File: src/rtl/assert_macros.svh
// ----------------------------------------------------------------------------
// assertion macros
// concurrent checks that vanish when SYNTHESIS is defined
// ----------------------------------------------------------------------------
`ifndef ASSERT_MACROS_SVH
`define ASSERT_MACROS_SVH

`ifndef SYNTHESIS

// property that must hold at every clock edge outside reset
`define ASSERT_ALWAYS(label, clk, rst_n, prop, msg) \
	label: assert property (@(posedge clk) disable iff (!rst_n) (prop)) else $error(msg);

// same-cycle implication
`define ASSERT_IMPLY(label, clk, rst_n, ante, cons, msg) \
	label: assert property (@(posedge clk) disable iff (!rst_n) (ante) |-> (cons)) \
		else $error(msg);

// next-cycle implication
`define ASSERT_NEXT(label, clk, rst_n, ante, cons, msg) \
	label: assert property (@(posedge clk) disable iff (!rst_n) (ante) |=> (cons)) \
		else $error(msg);

`else

`define ASSERT_ALWAYS(label, clk, rst_n, prop, msg)
`define ASSERT_IMPLY(label, clk, rst_n, ante, cons, msg)
`define ASSERT_NEXT(label, clk, rst_n, ante, cons, msg)

`endif

`endif

File: src/rtl/cfcd_pkg.sv
// ----------------------------------------------------------------------------
// cfcd_pkg
// types, codes and the crc-8 byte fold for the command frame decoder
// ----------------------------------------------------------------------------
`timescale 1ns / 1ps

package cfcd_pkg;

	localparam int unsigned BYTE_W   = 8;
	localparam int unsigned COUNT_W  = 3;
	localparam int unsigned VALUE_W  = 32;
	localparam int unsigned STATUS_W = 2;
	localparam int unsigned OUT_W    = STATUS_W + 1 + BYTE_W + VALUE_W;
	localparam int unsigned OUT_TDATA_W = ((OUT_W + 7) / 8) * 8;

	localparam logic [BYTE_W-1:0]  CRC_POLY   = 8'h07;
	localparam logic [BYTE_W-1:0]  CRC_INIT   = 8'h00;
	localparam logic [COUNT_W-1:0] COUNT_MAX  = 3'd7;
	localparam logic [COUNT_W-1:0] READ_DATA  = 3'd1;
	localparam logic [COUNT_W-1:0] WRITE_DATA = 3'd5;

	typedef enum logic [STATUS_W-1:0] {
		STATUS_OK      = 2'd0,
		STATUS_CRC_ERR = 2'd1,
		STATUS_LEN_ERR = 2'd2
	} status_t;

	typedef enum logic {
		CMD_READ  = 1'b0,
		CMD_WRITE = 1'b1
	} command_t;

	typedef struct packed {
		logic [VALUE_W-1:0] value;
		logic [BYTE_W-1:0]  address;
		command_t           command;
		status_t            status;
	} result_t;

	// crc-8, msb first, one byte folded in
	function automatic logic [BYTE_W-1:0] crc8_fold(
		input logic [BYTE_W-1:0] crc,
		input logic [BYTE_W-1:0] data
	);
		logic [BYTE_W-1:0] c;
		c = crc ^ data;
		for (int k = 0; k < BYTE_W; k++) begin
			if (c[BYTE_W-1]) begin
				c = {c[BYTE_W-2:0], 1'b0} ^ CRC_POLY;
			end else begin
				c = {c[BYTE_W-2:0], 1'b0};
			end
		end
		return c;
	endfunction

endpackage

File: src/rtl/command_frame_crc8_decoder_unit.sv
// ----------------------------------------------------------------------------
// command_frame_crc8_decoder_unit
// streaming decoder for crc-8 protected read and write command frames
// ----------------------------------------------------------------------------
// The unit takes one received byte per item on the slave stream, with tlast
// marking the trailing crc byte of a frame. Earlier bytes are folded into a
// crc-8 (poly 0x07, init 0, msb first, no final xor); byte 0 is the address
// and bytes 1 to 4 a big-endian value. On the crc byte one result item leaves
// on the master stream: crc error if the crc byte does not match, else a read
// for a 2-byte frame, a write for a 6-byte frame, or a length error. Error
// results carry zero command, address and value. Throughput is one byte per
// cycle; a crc byte passes the input register, then the crc fold and the result
// register, before its result item leaves on the master stream.
// The only stall is a held result item that the sink has not yet taken.
`timescale 1ns / 1ps
`include "assert_macros.svh"

module command_frame_crc8_decoder_unit (
	input  logic                                 clk,
	input  logic                                 arst_n,
	// slave stream: received bytes
	input  logic                                 s_axis_tvalid,
	output logic                                 s_axis_tready,
	input  logic [cfcd_pkg::BYTE_W-1:0]          s_axis_tdata,  // [7:0] rx_byte
	input  logic                                 s_axis_tlast,  // frame_end
	// master stream: decoded commands
	output logic                                 m_axis_tvalid,
	input  logic                                 m_axis_tready,
	// [1:0] status, [2] command, [10:3] address, [42:11] value, [47:43] zero
	output logic [cfcd_pkg::OUT_TDATA_W-1:0]     m_axis_tdata
);

	// input register
	logic                         in_valid_s1;
	logic [cfcd_pkg::BYTE_W-1:0]  in_byte_s1;
	logic                         in_last_s1;

	// frame state
	logic [cfcd_pkg::BYTE_W-1:0]  crc_q;
	logic [cfcd_pkg::COUNT_W-1:0] count_q;
	logic [cfcd_pkg::BYTE_W-1:0]  addr_q;
	logic [cfcd_pkg::VALUE_W-1:0] value_q;

	// result register
	logic                         out_valid_s2;
	cfcd_pkg::result_t            out_res_s2;

	logic                         s1_advance;
	logic                         s1_take;
	cfcd_pkg::result_t            res_next;

	// the whole pipe moves unless a result item waits on the sink
	assign s1_advance    = !out_valid_s2 || m_axis_tready;
	assign s1_take       = in_valid_s1 && s1_advance;
	assign s_axis_tready = !in_valid_s1 || s1_advance;

	always_ff @(posedge clk or negedge arst_n) begin
		if (!arst_n) begin
			in_valid_s1 <= 1'b0;
		end else if (s_axis_tready) begin
			in_valid_s1 <= s_axis_tvalid;
		end
	end

	// byte payload needs no reset
	always_ff @(posedge clk) begin
		if (s_axis_tready && s_axis_tvalid) begin
			in_byte_s1 <= s_axis_tdata;
			in_last_s1 <= s_axis_tlast;
		end
	end

	// decide the result of a crc byte against the running frame state
	always_comb begin
		res_next.status  = cfcd_pkg::STATUS_OK;
		res_next.command = cfcd_pkg::CMD_READ;
		res_next.address = '0;
		res_next.value   = '0;
		if (in_byte_s1 != crc_q) begin
			res_next.status = cfcd_pkg::STATUS_CRC_ERR;
		end else if (count_q == cfcd_pkg::READ_DATA) begin
			res_next.address = addr_q;
		end else if (count_q == cfcd_pkg::WRITE_DATA) begin
			res_next.command = cfcd_pkg::CMD_WRITE;
			res_next.address = addr_q;
			res_next.value   = value_q;
		end else begin
			res_next.status = cfcd_pkg::STATUS_LEN_ERR;
		end
	end

	// frame state: fold data bytes in, clear on the crc byte
	always_ff @(posedge clk or negedge arst_n) begin
		if (!arst_n) begin
			crc_q   <= cfcd_pkg::CRC_INIT;
			count_q <= '0;
			addr_q  <= '0;
			value_q <= '0;
		end else if (s1_take) begin
			if (in_last_s1) begin
				crc_q   <= cfcd_pkg::CRC_INIT;
				count_q <= '0;
				addr_q  <= '0;
				value_q <= '0;
			end else begin
				crc_q <= cfcd_pkg::crc8_fold(crc_q, in_byte_s1);
				if (count_q == '0) begin
					addr_q <= in_byte_s1;
				end else begin
					value_q <= {value_q[cfcd_pkg::VALUE_W-cfcd_pkg::BYTE_W-1:0], in_byte_s1};
				end
				// count saturates so long frames stay length errors
				if (count_q != cfcd_pkg::COUNT_MAX) begin
					count_q <= count_q + 1'b1;
				end
			end
		end
	end

	always_ff @(posedge clk or negedge arst_n) begin
		if (!arst_n) begin
			out_valid_s2 <= 1'b0;
		end else if (s1_advance) begin
			out_valid_s2 <= in_valid_s1 && in_last_s1;
		end
	end

	always_ff @(posedge clk) begin
		if (s1_take && in_last_s1) begin
			out_res_s2 <= res_next;
		end
	end

	assign m_axis_tvalid = out_valid_s2;
	assign m_axis_tdata  = {{(cfcd_pkg::OUT_TDATA_W - cfcd_pkg::OUT_W){1'b0}}, out_res_s2};

	// checks
	`ASSERT_IMPLY(a_err_zero_payload, clk, arst_n,
		out_valid_s2 && (out_res_s2.status != cfcd_pkg::STATUS_OK),
		(out_res_s2.command == cfcd_pkg::CMD_READ) && (out_res_s2.address == '0)
			&& (out_res_s2.value == '0),
		"error result carries payload")
	`ASSERT_IMPLY(a_write_is_ok, clk, arst_n,
		out_valid_s2 && (out_res_s2.command == cfcd_pkg::CMD_WRITE),
		out_res_s2.status == cfcd_pkg::STATUS_OK,
		"write result with bad status")
	`ASSERT_IMPLY(a_read_zero_value, clk, arst_n,
		out_valid_s2 && (out_res_s2.status == cfcd_pkg::STATUS_OK)
			&& (out_res_s2.command == cfcd_pkg::CMD_READ),
		out_res_s2.value == '0,
		"read result with nonzero value")
	`ASSERT_NEXT(a_crc_byte_clears, clk, arst_n,
		s1_take && in_last_s1,
		out_valid_s2 && (count_q == '0) && (crc_q == cfcd_pkg::CRC_INIT),
		"crc byte did not give a result and clear the frame")
	`ASSERT_ALWAYS(a_status_code, clk, arst_n,
		!out_valid_s2 || (out_res_s2.status != 2'd3),
		"undefined status code")

endmodule
File: config.mk
export PLATFORM = sky130hd
export DESIGN_NAME = command_frame_crc8_decoder_unit
export DESIGN_NICKNAME = d
export VERILOG_FILES = /design/src/rtl/cfcd_pkg.sv /design/src/rtl/command_frame_crc8_decoder_unit.sv
export VERILOG_INCLUDE_DIRS = /design/src /design/src/rtl
export SDC_FILE = /design/constraint.sdc
export NUM_CORES = 1
export LEC_CHECK = 0
export BUFFER_PORTS_ARGS = -buffer_cell sky130_fd_sc_hd__buf_4
export CORE_ASPECT_RATIO = 2
export CORE_MARGIN = 2
export CORE_UTILIZATION = 40
export DETAILED_ROUTE_END_ITERATION = 8
export GPL_TIMING_DRIVEN = 0
export HOLD_SLACK_MARGIN = 0.05
export MAX_ROUTING_LAYER = met4
export SYNTH_ARGS = -nofsm -noshare
export SYNTH_HDL_FRONTEND = slang
export SYNTH_SLANG_ARGS = --single-unit
File: constraint.sdc
create_clock -name clk -period 4.6 [get_ports clk]
set_input_delay 1.38 -clock clk [delete_from_list [all_inputs] [get_ports clk]]
set_output_delay 1.38 -clock clk [all_outputs]
set_load 0.02 [all_outputs]
==> load_flow_metrics.sql, run 1 <==
INSERT INTO impl_metrics (metric_group, metric, value, unit) VALUES
('synth', 'synthDistinctLibCells', '37', ''),
('sta', 'fmax', '292', 'MHz'),
('worst_setup_path', 'startpoint_type', 'input port', ''),
('clock_tree', 'post_cts.repair.setup_buffers', '0', ''),
('place', 'gp_congestion', '0.817', ''),
('clock_tree', 'cts.htree.levels', '3', ''),
('worst_setup_path', 'timing.reg2reg.setup_slack', '2.32', 'ns'),
('sta', 'final_period_minus_worst_setup_slack', '3.43', 'ns'),
('synth', 'synth-edff-count', '52', ''),
('clock_tree', 'clock_tree.root_cell', 'clkbuf_16', ''),
('synth', 'yosys.area.top_type_share', '0.357', ''),
('floorplan', 'design.portCount', '63', ''),
('routing', 'post_drt_via_cell_ratio', '5.03', ''),
('sta', 'finalSetupViolCount', '0', ''),
('routing', 'drt-initial-drc-count', '199', ''),
('floorplan', 'die_height', '152', 'um'),
('clock_tree', 'cts_tree', 'yes', ''),
('synth', 'ys.warnings.count', '0', ''),
('sta', 'hold_violations', '0', ''),
('place', 'port-buffer-count', '57', ''),
('cells_and_area', 'layout.cells.most_common', 'buf_4', ''),
('worst_setup_path', 'reg2reg_depth', '7', ''),
('hold_path', 'hp-class', 'flip-flop to flip-flop', ''),
('synth', 'postSynth.asyncResetShare', '0.505', ''),
('sta', 'setup_tns', '0', 'ns'),
('outcome', 'outcome', 'finished clean', ''),
('synth', 'main_area_contributors_after_synthesis', 'edfxtp_1 36%, dfrtp_1 30%, a22o_1 7.0%', ''),
('sta', 'clock_skew', '0.00574', 'ns'),
('sta', 'timing.final.max_slew_violations', '0', ''),
('global_route', 'globalRouteTotalUtil', '0.162', ''),
('worst_setup_path', 'critical_path.reg2reg.startpoint', 'in_byte_s1[7]$_DFFE_PP_', ''),
('routing', 'dr_total_vias', '2637', ''),
('place', 'dp_worst_setup_slack', '1.17', 'ns'),
('hold_path', 'timing.hold.worst.start', 'value_q[30]$_DFFE_PN0P_', ''),
('power_and_ir_drop', 'power_density', '491', 'nW/um^2'),
('floorplan', 'die_width', '77.9', 'um'),
('floorplan', 'die_footprint', '11800', 'um^2'),
('synth', 'syn_area', '4370', 'um^2'),
('worst_setup_path', 'worst-endpoint-required', '3.22', 'ns'),
('floorplan', 'initial_utilization', '0.404', ''),
('global_route', 'global_route_wire_length_before_repair', '14100', 'um'),
('routing', 'route.antenna.remaining_nets', '0', ''),
('flow_run', 'cap_violations', '0', ''),
('routing', 'detail_route.first_pass.iterations', '4', ''),
('synth', 'avgSynthCellArea', '14.3', 'um^2'),
('global_route', 'largest_net_degree_at_the_start_of_global_routing', '54', ''),
('synth', 'synth.ff_latch_count', '105', ''),
('sta', 'finalCritPeriodShare', '0.745', ''),
('cells_and_area', 'diodes', '0', ''),
('place', 'detailedPlacementHpwl', '6520', 'um'),
('floorplan', 'fp-row-count', '54', ''),
('synth', 'dominantRegCellSynth', 'dfrtp_1', ''),
('sta', 'slew_headroom', '0.537', ''),
('clock_tree', 'cts-buffers-inserted', '9', ''),
('routing', 'remaining_drc_errors', '0', ''),
('routing', 'wl_per_cell', '16.6', 'um'),
('worst_setup_path', 'cp_max_fo', '7', ''),
('power_and_ir_drop', 'p_leak', '2.45', 'nW'),
('worst_setup_path', 'setup.worst_path.class', 'input port to output pin', ''),
('routing', 'drt_wl_total', '8710', 'um'),
('cells_and_area', 'layout_common_cells', '62 x buf_4, 53 x dfrtp_1, 52 x edfxtp_1', ''),
('clock_tree', 'ctsResizeCount', '0', ''),
('sta', 'setup_slack', '1.17', 'ns'),
('cells_and_area', 'post_route_cells_drive_above_1_share', '0.263', ''),
('worst_setup_path', 'cp.arrival', '2.05', 'ns'),
('clock_tree', 'clk_transition_reported_paths', '0.07', 'ns'),
('synth', 'synthDominantAreaCellType', 'edfxtp_1', ''),
('hold_path', 'min_delay_worst_endpoint', 'value_q[30]$_DFFE_PN0P_', ''),
('global_route', 'grt_pass1_vias', '2722', ''),
('power_and_ir_drop', 'vdd.ir_drop.worst', '0.000296', 'V'),
('worst_setup_path', 'timing.critical_path.to_type', 'output pin', '');
-- Yosys cell counts (2+ instances only) --
library cell,n
dfrtp_1,53
edfxtp_1,52
a22o_1,35
and3_1,34
nand2_1,14
o21ai_0,12
buf_2,11
xnor2_1,11
and2_1,10
a22oi_1,9
ha_1,7
inv_1,6
buf_4,5
clkbuf_1,5
clkbuf_2,4
nor2_1,4
nor3_1,4
nand2b_1,3
xnor3_1,3
a221o_1,2
mux2i_1,2
nor2b_1,2
nor3b_1,2
xnor2_2,2
xor3_1,2
-- cells by family (layout without fill, tap and decap cells) --
logic type | after synthesis | count (layout) | share of synthesized area
adders and majority gates | 7 | 7 | 0.0200
xor gates and xnor gates | 19 | 19 | 0.0621
muxes | 2 | 2 | 0.00458
DFF | 105 | 105 | 0.661
and+or+nand+nor | 78 | 78 | 0.104
other | 1 | 5 | 0.000858
AOI/OAI and AO/OA | 63 | 63 | 0.113
buffers and inverters | 31 | 105 | 0.0352
-- where the power goes --
group / switching (mW) / internal, mW
Sequential: 0.106 / 1.10
Clock: 0.334 / 0.533
Combinational: 0.274 / 0.281
Total: 0.714 / 1.92
-- worst max-delay path, cell delays in order --
cell,delay [ns]
buf_4,0.11
and2b_4,0.30
nand2_1,0.10
buf_4,0.17
-- routing by layer --
layer / global-route usage / up-vias / part of all wire
met5: - / - / 0
met4: 0.0752 / 0 / 0.025
met3: 0.0238 / 16 / 0.029
met2: 0.303 / 55 / 0.61
met1: 0.159 / 1302 / 0.34
li1: - / 1264 / -
-- sequential cells by signal, indices dropped and copies added (netlist names) --
register,flops
m_axis_tdata,43
value_q,32
addr_q,8
crc_q,8
in_byte_s1,8
count_q,3
in_last_s1,1
in_valid_s1,1
m_axis_tvalid,1
-- how the worst max path moves through the flow --
| stage | startpoint | to | slack, ns | depth (start not counted) |
|---|---|---|---|---|
| 2_1_floorplan | m_axis_tready | m_axis_tdata[0]$_SDFFCE_PP1P_ | 0.32 | 5 |
| 3_3_place_gp | m_axis_tready | m_axis_tdata[0]$_SDFFCE_PP1P_ | -0.48 | 6 |
| 3_5_place_dp | m_axis_tready | s_axis_tready | 1.17 | 4 |
| 4_1_cts | m_axis_tready | s_axis_tready | 1.17 | 4 |
| 5_1_grt | m_axis_tready | s_axis_tready | 1.14 | 4 |
| 6_report | m_axis_tready | s_axis_tready | 1.17 | 4 |
-- through the flow --
stage | instances | instance area [um^2] | utilization | hold WS (ns) | total power, mW
after floorplan | 310 | 4390 | - | 0.464 | 1.63
after global placement | 507 | 4990 | 0.461 | 0.481 | 1.77
after detailed placement | 508 | 5020 | 0.464 | 0.486 | 1.79
after CTS | 524 | 5360 | 0.496 | 0.504 | 2.66
after global routing | 524 | 5360 | 0.496 | 0.523 | 2.76
final | 524 | 5360 | 0.496 | 0.499 | 2.63
-- area by class of cell --
class                      instances  area [um^2]
buffer                            25          131
multi-input combinational        174         1350
clock buffer                       9          225
tap                              140          175
sequential                       105         2890
fill                             949         5450
inverter                           6         22.5
timing repair buffer              58          448
clock inverter                     7          116
Power figures use the tool's default switching activity.
==> run 2, diff against run 1 <==
Clock period 4.6 ns to 3.5 ns, I/O delays scaled along.
==> run 2 against run 1 <==
Die area unchanged. Design area down 0.86%. Setup slack worse by 0.43 ns. Total power up 25%. Non-clock buffer count unchanged. Largest power group unchanged. Via count up 0.72%. Flip-flop and latch count unchanged. Wire length down 0.52%. First-iteration DRC count down 27%. Sequential power up 31%. Critical path depth unchanged. Count of clock-buffer cells in the layout unchanged.
==> load_flow_metrics.sql, run 2 (same netlist as run 1, synthesis figures left out) <==
INSERT INTO impl_metrics (metric_group, metric, value, unit) VALUES
('clock_tree', 'cts.htree.levels', '3', ''),
('place', 'gp_congestion', '0.831', ''),
('cells_and_area', 'synthToLayoutAreaGrowth', '21.5', '%'),
('routing', 'post_drt_via_cell_ratio', '5.07', ''),
('worst_setup_path', 'timing.reg2reg.setup_slack', '1.18', 'ns'),
('power_and_ir_drop', 'finalPower', '3.30', 'mW'),
('sta', 'hold_violations', '0', ''),
('floorplan', 'fp-row-count', '54', ''),
('cells_and_area', 'layout_common_cells', '62 x buf_4, 53 x dfrtp_1, 52 x edfxtp_1', ''),
('global_route', 'grt_pass1_vias', '2722', ''),
('sta', 'timing.final.max_slew_violations', '0', ''),
('clock_tree', 'ctsResizeCount', '0', ''),
('clock_tree', 'clk_transition_reported_paths', '0.07', 'ns'),
('sta', 'finalSetupViolCount', '0', ''),
('global_route', 'global_route_wire_length_before_repair', '13900', 'um'),
('hold_path', 'hold-path-cell-count', '2', ''),
('cells_and_area', 'diodes', '0', ''),
('floorplan', 'fp.coreArea', '10800', 'um^2'),
('sta', 'clock_skew', '0.00709', 'ns'),
('power_and_ir_drop', 'power_density', '621', 'nW/um^2'),
('worst_setup_path', 'cp.arrival', '1.71', 'ns'),
('floorplan', 'die_height', '152', 'um'),
('sta', 'rsz0062_at_grt', 'no', ''),
('sta', 'slew_headroom', '0.532', ''),
('place', 'placedInstanceArea', '5020', 'um^2'),
('cells_and_area', 'post_route_cells_drive_above_1_share', '0.260', ''),
('routing', 'wl_per_cell', '16.5', 'um'),
('worst_setup_path', 'worst_r2r_endpoint', 'm_axis_tdata[12]$_SDFFCE_PP0P_', ''),
('clock_tree', 'clock_tree.root_cell', 'clkbuf_16', ''),
('power_and_ir_drop', 'power.share.combinational', '0.220', ''),
('flow_run', 'cap_violations', '0', ''),
('routing', 'drt_wl_total', '8660', 'um'),
('cells_and_area', 'largest_reg_flops', '43', ''),
('worst_setup_path', 'cp_max_fo', '7', ''),
('sta', 'finalCritPeriodShare', '0.788', ''),
('worst_setup_path', 'worst-endpoint-required', '2.45', 'ns'),
('worst_setup_path', 'timing.critical_path.to_type', 'output pin', ''),
('routing', 'dr_total_vias', '2656', ''),
('sta', 'tightest_slew', '0.702', 'ns'),
('cells_and_area', 'filler_cells_inserted', '977', ''),
('routing', 'route.antenna.remaining_nets', '0', ''),
('cells_and_area', 'design_area', '5310', 'um^2'),
('worst_setup_path', 'setup.worst_path.class', 'input port to output pin', ''),
('power_and_ir_drop', 'switchingPower', '0.923', 'mW'),
('cells_and_area', 'layout.cells.most_common', 'buf_4', ''),
('outcome', 'outcome', 'finished clean', ''),
('place', 'port-buffer-count', '57', ''),
('floorplan', 'die_width', '77.9', 'um'),
('place', 'place.detailed.instances', '508', ''),
('sta', 'final_period_minus_worst_setup_slack', '2.76', 'ns'),
('power_and_ir_drop', 'p_leak', '2.42', 'nW'),
('global_route', 'largest_net_degree_at_the_start_of_global_routing', '54', ''),
('cells_and_area', 'num-nets-final', '399', ''),
('power_and_ir_drop', 'vdd.ir_drop.worst', '0.000286', 'V'),
('clock_tree', 'ctsHoldBuffers', '0', ''),
('global_route', 'globalRouteTotalUtil', '0.160', ''),
('worst_setup_path', 'startpoint_type', 'input port', ''),
('global_route', 'grt_antenna_before_repair', '0', ''),
('clock_tree', 'cts-root-to-sink-buffers', '2', ''),
('routing', 'remaining_drc_errors', '0', ''),
('clock_tree', 'clock_sink_count', '105', ''),
('clock_tree', 'clkLatencyLatePin', '0.34', 'ns'),
('worst_setup_path', 'critical_path.reg2reg.startpoint', 'in_byte_s1[7]$_DFFE_PP_', ''),
('global_route', 'grt.overflow.total', '0', ''),
('worst_setup_path', 'reg2reg_depth', '7', ''),
('power_and_ir_drop', 'clock_power_share', '0.299', ''),
('routing', 'drt-initial-drc-count', '145', ''),
('floorplan', 'initial_utilization', '0.404', ''),
('routing', 'detail_route.first_pass.iterations', '4', ''),
('place', 'detailedPlacementHpwl', '6540', 'um'),
('clock_tree', 'cts-buffers-inserted', '9', ''),
('power_and_ir_drop', 'power.switching_fraction', '0.280', ''),
('sta', 'fin_hold_ws', '0.503', 'ns'),
('power_and_ir_drop', 'internal_power', '2.37', 'mW'),
('clock_tree', 'post_cts.repair.setup_buffers', '0', ''),
('cells_and_area', 'stdcell_count', '524', ''),
('floorplan', 'design.portCount', '63', ''),
('power_and_ir_drop', 'sequentialPowerShare', '0.481', ''),
('sta', 'fmax', '363', 'MHz'),
('clock_tree', 'cts_tree', 'yes', ''),
('hold_path', 'timing.hold.worst.start', 'addr_q[5]$_DFFE_PN0P_', ''),
('floorplan', 'die_footprint', '11800', 'um^2'),
('hold_path', 'hp-class', 'flip-flop to flip-flop', ''),
('hold_path', 'min_delay_worst_endpoint', 'addr_q[5]$_DFFE_PN0P_', '');
[run 2: metrics by stage]
stage	TNS, ns	util	worst slack, ns
2_1_floorplan	0	-	0.276
3_3_place_gp	-11.31	0.462	-0.268
3_5_place_dp	0	0.464	0.732
4_1_cts	0	0.491	0.738
5_1_grt	0	0.491	0.704
6_report	0	0.491	0.743
[run 2: layout make-up]
cell class | instances | area, um^2 | area share
well taps | 140 | 175 | 0.0330
flip-flops and latches | 105 | 2890 | 0.544
multi-input cells | 174 | 1350 | 0.254
repair buffers | 58 | 448 | 0.0843
clock inverters | 7 | 70.1 | 0.0132
clock buffers | 9 | 225 | 0.0424
inverters | 6 | 22.5 | 0.00424
plain buffers | 25 | 131 | 0.0247
[run 2: routing by layer]
layer	track usage	up-vias	share of wire
met5	-	-	0
met4	0.0886	0	0.044
met3	0.0321	19	0.033
met2	0.293	56	0.58
met1	0.150	1314	0.34
li1	-	1267	-
[run 2: power by group through the flow]
stage	combinational [mW]	sequential (mW)	clock (mW)
after floorplan	0.540	1.60	0
after global placement	0.712	1.61	0
after detailed placement	0.738	1.61	0
after CTS	0.741	1.58	1.00
after global routing	0.806	1.60	1.06
final	0.727	1.58	0.985
[run 2: worst max-delay path by stage]
| stage | startpoint | endpoint | slack, ns | cells past startpoint |
|---|---|---|---|---|
| final | m_axis_tready | s_axis_tready | 0.74 | 4 |
| after CTS | m_axis_tready | s_axis_tready | 0.74 | 4 |
| after floorplan | m_axis_tready | m_axis_tdata[0]$_SDFFCE_PP1P_ | 0.28 | 5 |
| after global routing | m_axis_tready | s_axis_tready | 0.70 | 4 |
| after global placement | m_axis_tready | m_axis_tdata[0]$_SDFFCE_PP1P_ | -0.27 | 6 |
| after detailed placement | m_axis_tready | m_axis_tdata[16]$_SDFFCE_PP0P_ | 0.73 | 7 |
[run 2: worst max-delay path, stage by stage]
cell	delay [ns]
buf_4	0.10
and2b_4	0.29
nand2_1	0.09
buf_4	0.17
==> run 3, diff against run 2 <==
Clock period 3.5 ns to 2.57 ns, I/O delays scaled along.
==> run 3 against run 2 <==
Flip-flop and latch count is the same. Cell count did not move. Clock skew down 0.0024 ns. Wire length up 3.0%. Count of clock-buffer cells in the layout stayed put. Core utilization up 0.13 points. First-iteration DRC count up 44%. Via count up 0.26%. Sequential share of layout area is 0.14 points lower. Register-to-register slack got worse by 0.90 ns. Clock power is 48% higher. Sequential power up 37%. Largest cell class unchanged.
==> load_flow_metrics.sql, run 3 (same netlist as run 1, synthesis figures left out) <==
INSERT INTO impl_metrics (metric_group, metric, value, unit) VALUES
('global_route', 'global_route_wire_length_before_repair', '14500', 'um'),
('routing', 'detail_route.first_pass.iterations', '4', ''),
('routing', 'drt-initial-drc-count', '209', ''),
('worst_setup_path', 'slowest_cell_delay_on_critical_path', '0.50', 'ns'),
('floorplan', 'fp-row-count', '54', ''),
('hold_path', 'hp-class', 'input port to asynchronous set/reset pin', ''),
('worst_setup_path', 'crit_start', 'in_byte_s1[7]$_DFFE_PP_', ''),
('cells_and_area', 'total_area_of_multi_input_combinational_cells', '1360', 'um^2'),
('worst_setup_path', 'crit_top_cell', 'and3_1', ''),
('place', 'place.detailed.instances', '507', ''),
('clock_tree', 'clk_transition_reported_paths', '0.07', 'ns'),
('cells_and_area', 'stdcell_count', '524', ''),
('cells_and_area', 'filler_cells_inserted', '1000', ''),
('global_route', 'grt_pass1_vias', '2714', ''),
('sta', 'setup_slack', '0.277', 'ns'),
('floorplan', 'design.portCount', '63', ''),
('sta', 'hold_violations', '0', ''),
('clock_tree', 'cts_tree', 'yes', ''),
('power_and_ir_drop', 'vdd.ir_drop.worst', '0.000473', 'V'),
('cells_and_area', 'final_core_util', '0.493', ''),
('routing', 'remaining_drc_errors', '0', ''),
('place', 'dp_worst_setup_slack', '-0.341', 'ns'),
('worst_setup_path', 'setup.worst_path.class', 'flip-flop to flip-flop', ''),
('floorplan', 'initial_utilization', '0.404', ''),
('floorplan', 'die_height', '152', 'um'),
('clock_tree', 'clock_tree.root_cell', 'clkbuf_16', ''),
('worst_setup_path', 'crit_family', 'simple AND/OR/NAND/NOR gates', ''),
('worst_setup_path', 'timing.critical_path.slowest_stage_cell', 'edfxtp_1', ''),
('global_route', 'grt.overflow.total', '0', ''),
('place', 'gp_congestion', '0.828', ''),
('floorplan', 'die_width', '77.9', 'um'),
('floorplan', 'die_footprint', '11800', 'um^2'),
('routing', 'drt_wl_total', '8920', 'um'),
('sta', 'final_period_minus_worst_setup_slack', '2.29', 'ns'),
('sta', 'timing.final.max_slew_violations', '0', ''),
('worst_setup_path', 'cp.arrival', '2.50', 'ns'),
('sta', 'clock_skew', '0.00468', 'ns'),
('routing', 'post_drt_via_cell_ratio', '5.08', ''),
('clock_tree', 'clock_sink_count', '105', ''),
('worst_setup_path', 'critical_path.reg2reg.startpoint', 'in_byte_s1[7]$_DFFE_PP_', ''),
('worst_setup_path', 'startpoint_type', 'flip-flop', ''),
('cells_and_area', 'num-nets-final', '399', ''),
('clock_tree', 'cts-buffers-inserted', '9', ''),
('cells_and_area', 'layout_common_cells', '62 x buf_4, 53 x dfrtp_1, 52 x edfxtp_1', ''),
('worst_setup_path', 'cp.buffers_inverters', '1', ''),
('cells_and_area', 'diodes', '0', ''),
('cells_and_area', 'design_area', '5330', 'um^2'),
('cells_and_area', 'regArea', '2890', 'um^2'),
('cells_and_area', 'layout.cells.most_common', 'buf_4', ''),
('sta', 'finalSetupViolCount', '0', ''),
('routing', 'wl_per_cell', '17.0', 'um'),
('sta', 'fmax', '436', 'MHz'),
('sta', 'slew_headroom', '0.527', ''),
('global_route', 'grt_antenna_before_repair', '0', ''),
('place', 'port-buffer-count', '57', ''),
('routing', 'route.antenna.remaining_nets', '0', ''),
('clock_tree', 'clkLatencyLatePin', '0.35', 'ns'),
('cells_and_area', 'synthToLayoutAreaGrowth', '21.8', '%'),
('routing', 'dr_total_vias', '2663', ''),
('worst_setup_path', 'critical_path.cell_chain', 'xnor2_1 -> ha_1 -> and3_1 -> nand3_1 -> nor2_2 -> clkbuf_2 -> and3_1', ''),
('clock_tree', 'cts-root-to-sink-buffers', '2', ''),
('clock_tree', 'cts.htree.levels', '3', ''),
('flow_run', 'cap_violations', '0', ''),
('floorplan', 'fp.coreArea', '10800', 'um^2'),
('power_and_ir_drop', 'p_leak', '2.44', 'nW'),
('power_and_ir_drop', 'power_density', '868', 'nW/um^2'),
('cells_and_area', 'largest_reg_flops', '43', ''),
('sta', 'tightest_slew', '0.709', 'ns'),
('place', 'detailedPlacementHpwl', '6500', 'um'),
('outcome', 'outcome', 'finished clean', ''),
('global_route', 'globalRouteTotalUtil', '0.167', ''),
('place', 'placedInstanceArea', '5000', 'um^2'),
('worst_setup_path', 'timing.critical_path.to_type', 'flip-flop', ''),
('sta', 'rsz0062_at_grt', 'no', ''),
('worst_setup_path', 'cp_max_fo', '10', ''),
('cells_and_area', 'post_route_cells_drive_above_1_share', '0.266', ''),
('global_route', 'largest_net_degree_at_the_start_of_global_routing', '54', ''),
('worst_setup_path', 'worst-endpoint-required', '2.78', 'ns'),
('sta', 'finalCritPeriodShare', '0.892', '');
## run 3: changes by cell type in the layout (fill, tap and decap cells not counted), sizes merged
cell	change
inv	+1
bufinv	+1
buf	-1
clkinvlp	-2
nor2	+1
## run 3: repair_timing
action                                  in CTS  in global routing
gates resized for setup                      0                  1
endpoints found under the setup margin       0                 43
hold buffers                                 0                  0
hold endpoints to repair                     0                  0
buffers inserted                             0                  0
## run 3: area by class of cell
type	count	share of cell area
Clock inverter	7	0.0174
Timing Repair Buffer	57	0.0804
Multi-Input combinational cell	175	0.256
Buffer	25	0.0247
Tap cell	140	0.0329
Inverter	6	0.00423
Sequential cell	105	0.542
Clock buffer	9	0.0423
## run 3: final timing paths
path | to | slack [ns] | depth (start not counted)
setup / recovery | m_axis_tdata[25]$_SDFFCE_PP0P_ | 0.28 | 7
hold / removal | crc_q[4]$_DFFE_PN0P_ | 0.47 | 1
setup reg to reg | m_axis_tdata[25]$_SDFFCE_PP0P_ | 0.28 | 7
hold reg to reg | value_q[24]$_DFFE_PN0P_ | 0.50 | 1
max in group asynchronous | addr_q[7]$_DFFE_PN0P_ | 1.63 | 1
min in group clk | value_q[24]$_DFFE_PN0P_ | 0.50 | 1
## run 3: per-stage QoR
step           hold WS, ns  TNS (ns)  power, mW
4_1_cts              0.486         0       4.66
6_report             0.465         0       4.62
5_1_grt              0.512         0       4.87
3_5_place_dp         0.489    -14.48       3.21
2_1_floorplan        0.464         0       2.91
3_3_place_gp         0.478    -13.00       3.16
## run 3: layer usage
layer / part of all wire / track usage
met1: 0.34 / 0.164
met2: 0.59 / 0.304
met3: 0.031 / 0.0303
met4: 0.038 / 0.0869
met5: 0 / -
## run 3: report_power, final
group          internal (mW)  switching [mW]  total, mW  leakage, nW
sequential              1.97           0.189       2.16         1.21
combinational          0.501           0.500       1.00         1.07
clock                  0.855           0.605       1.46        0.160
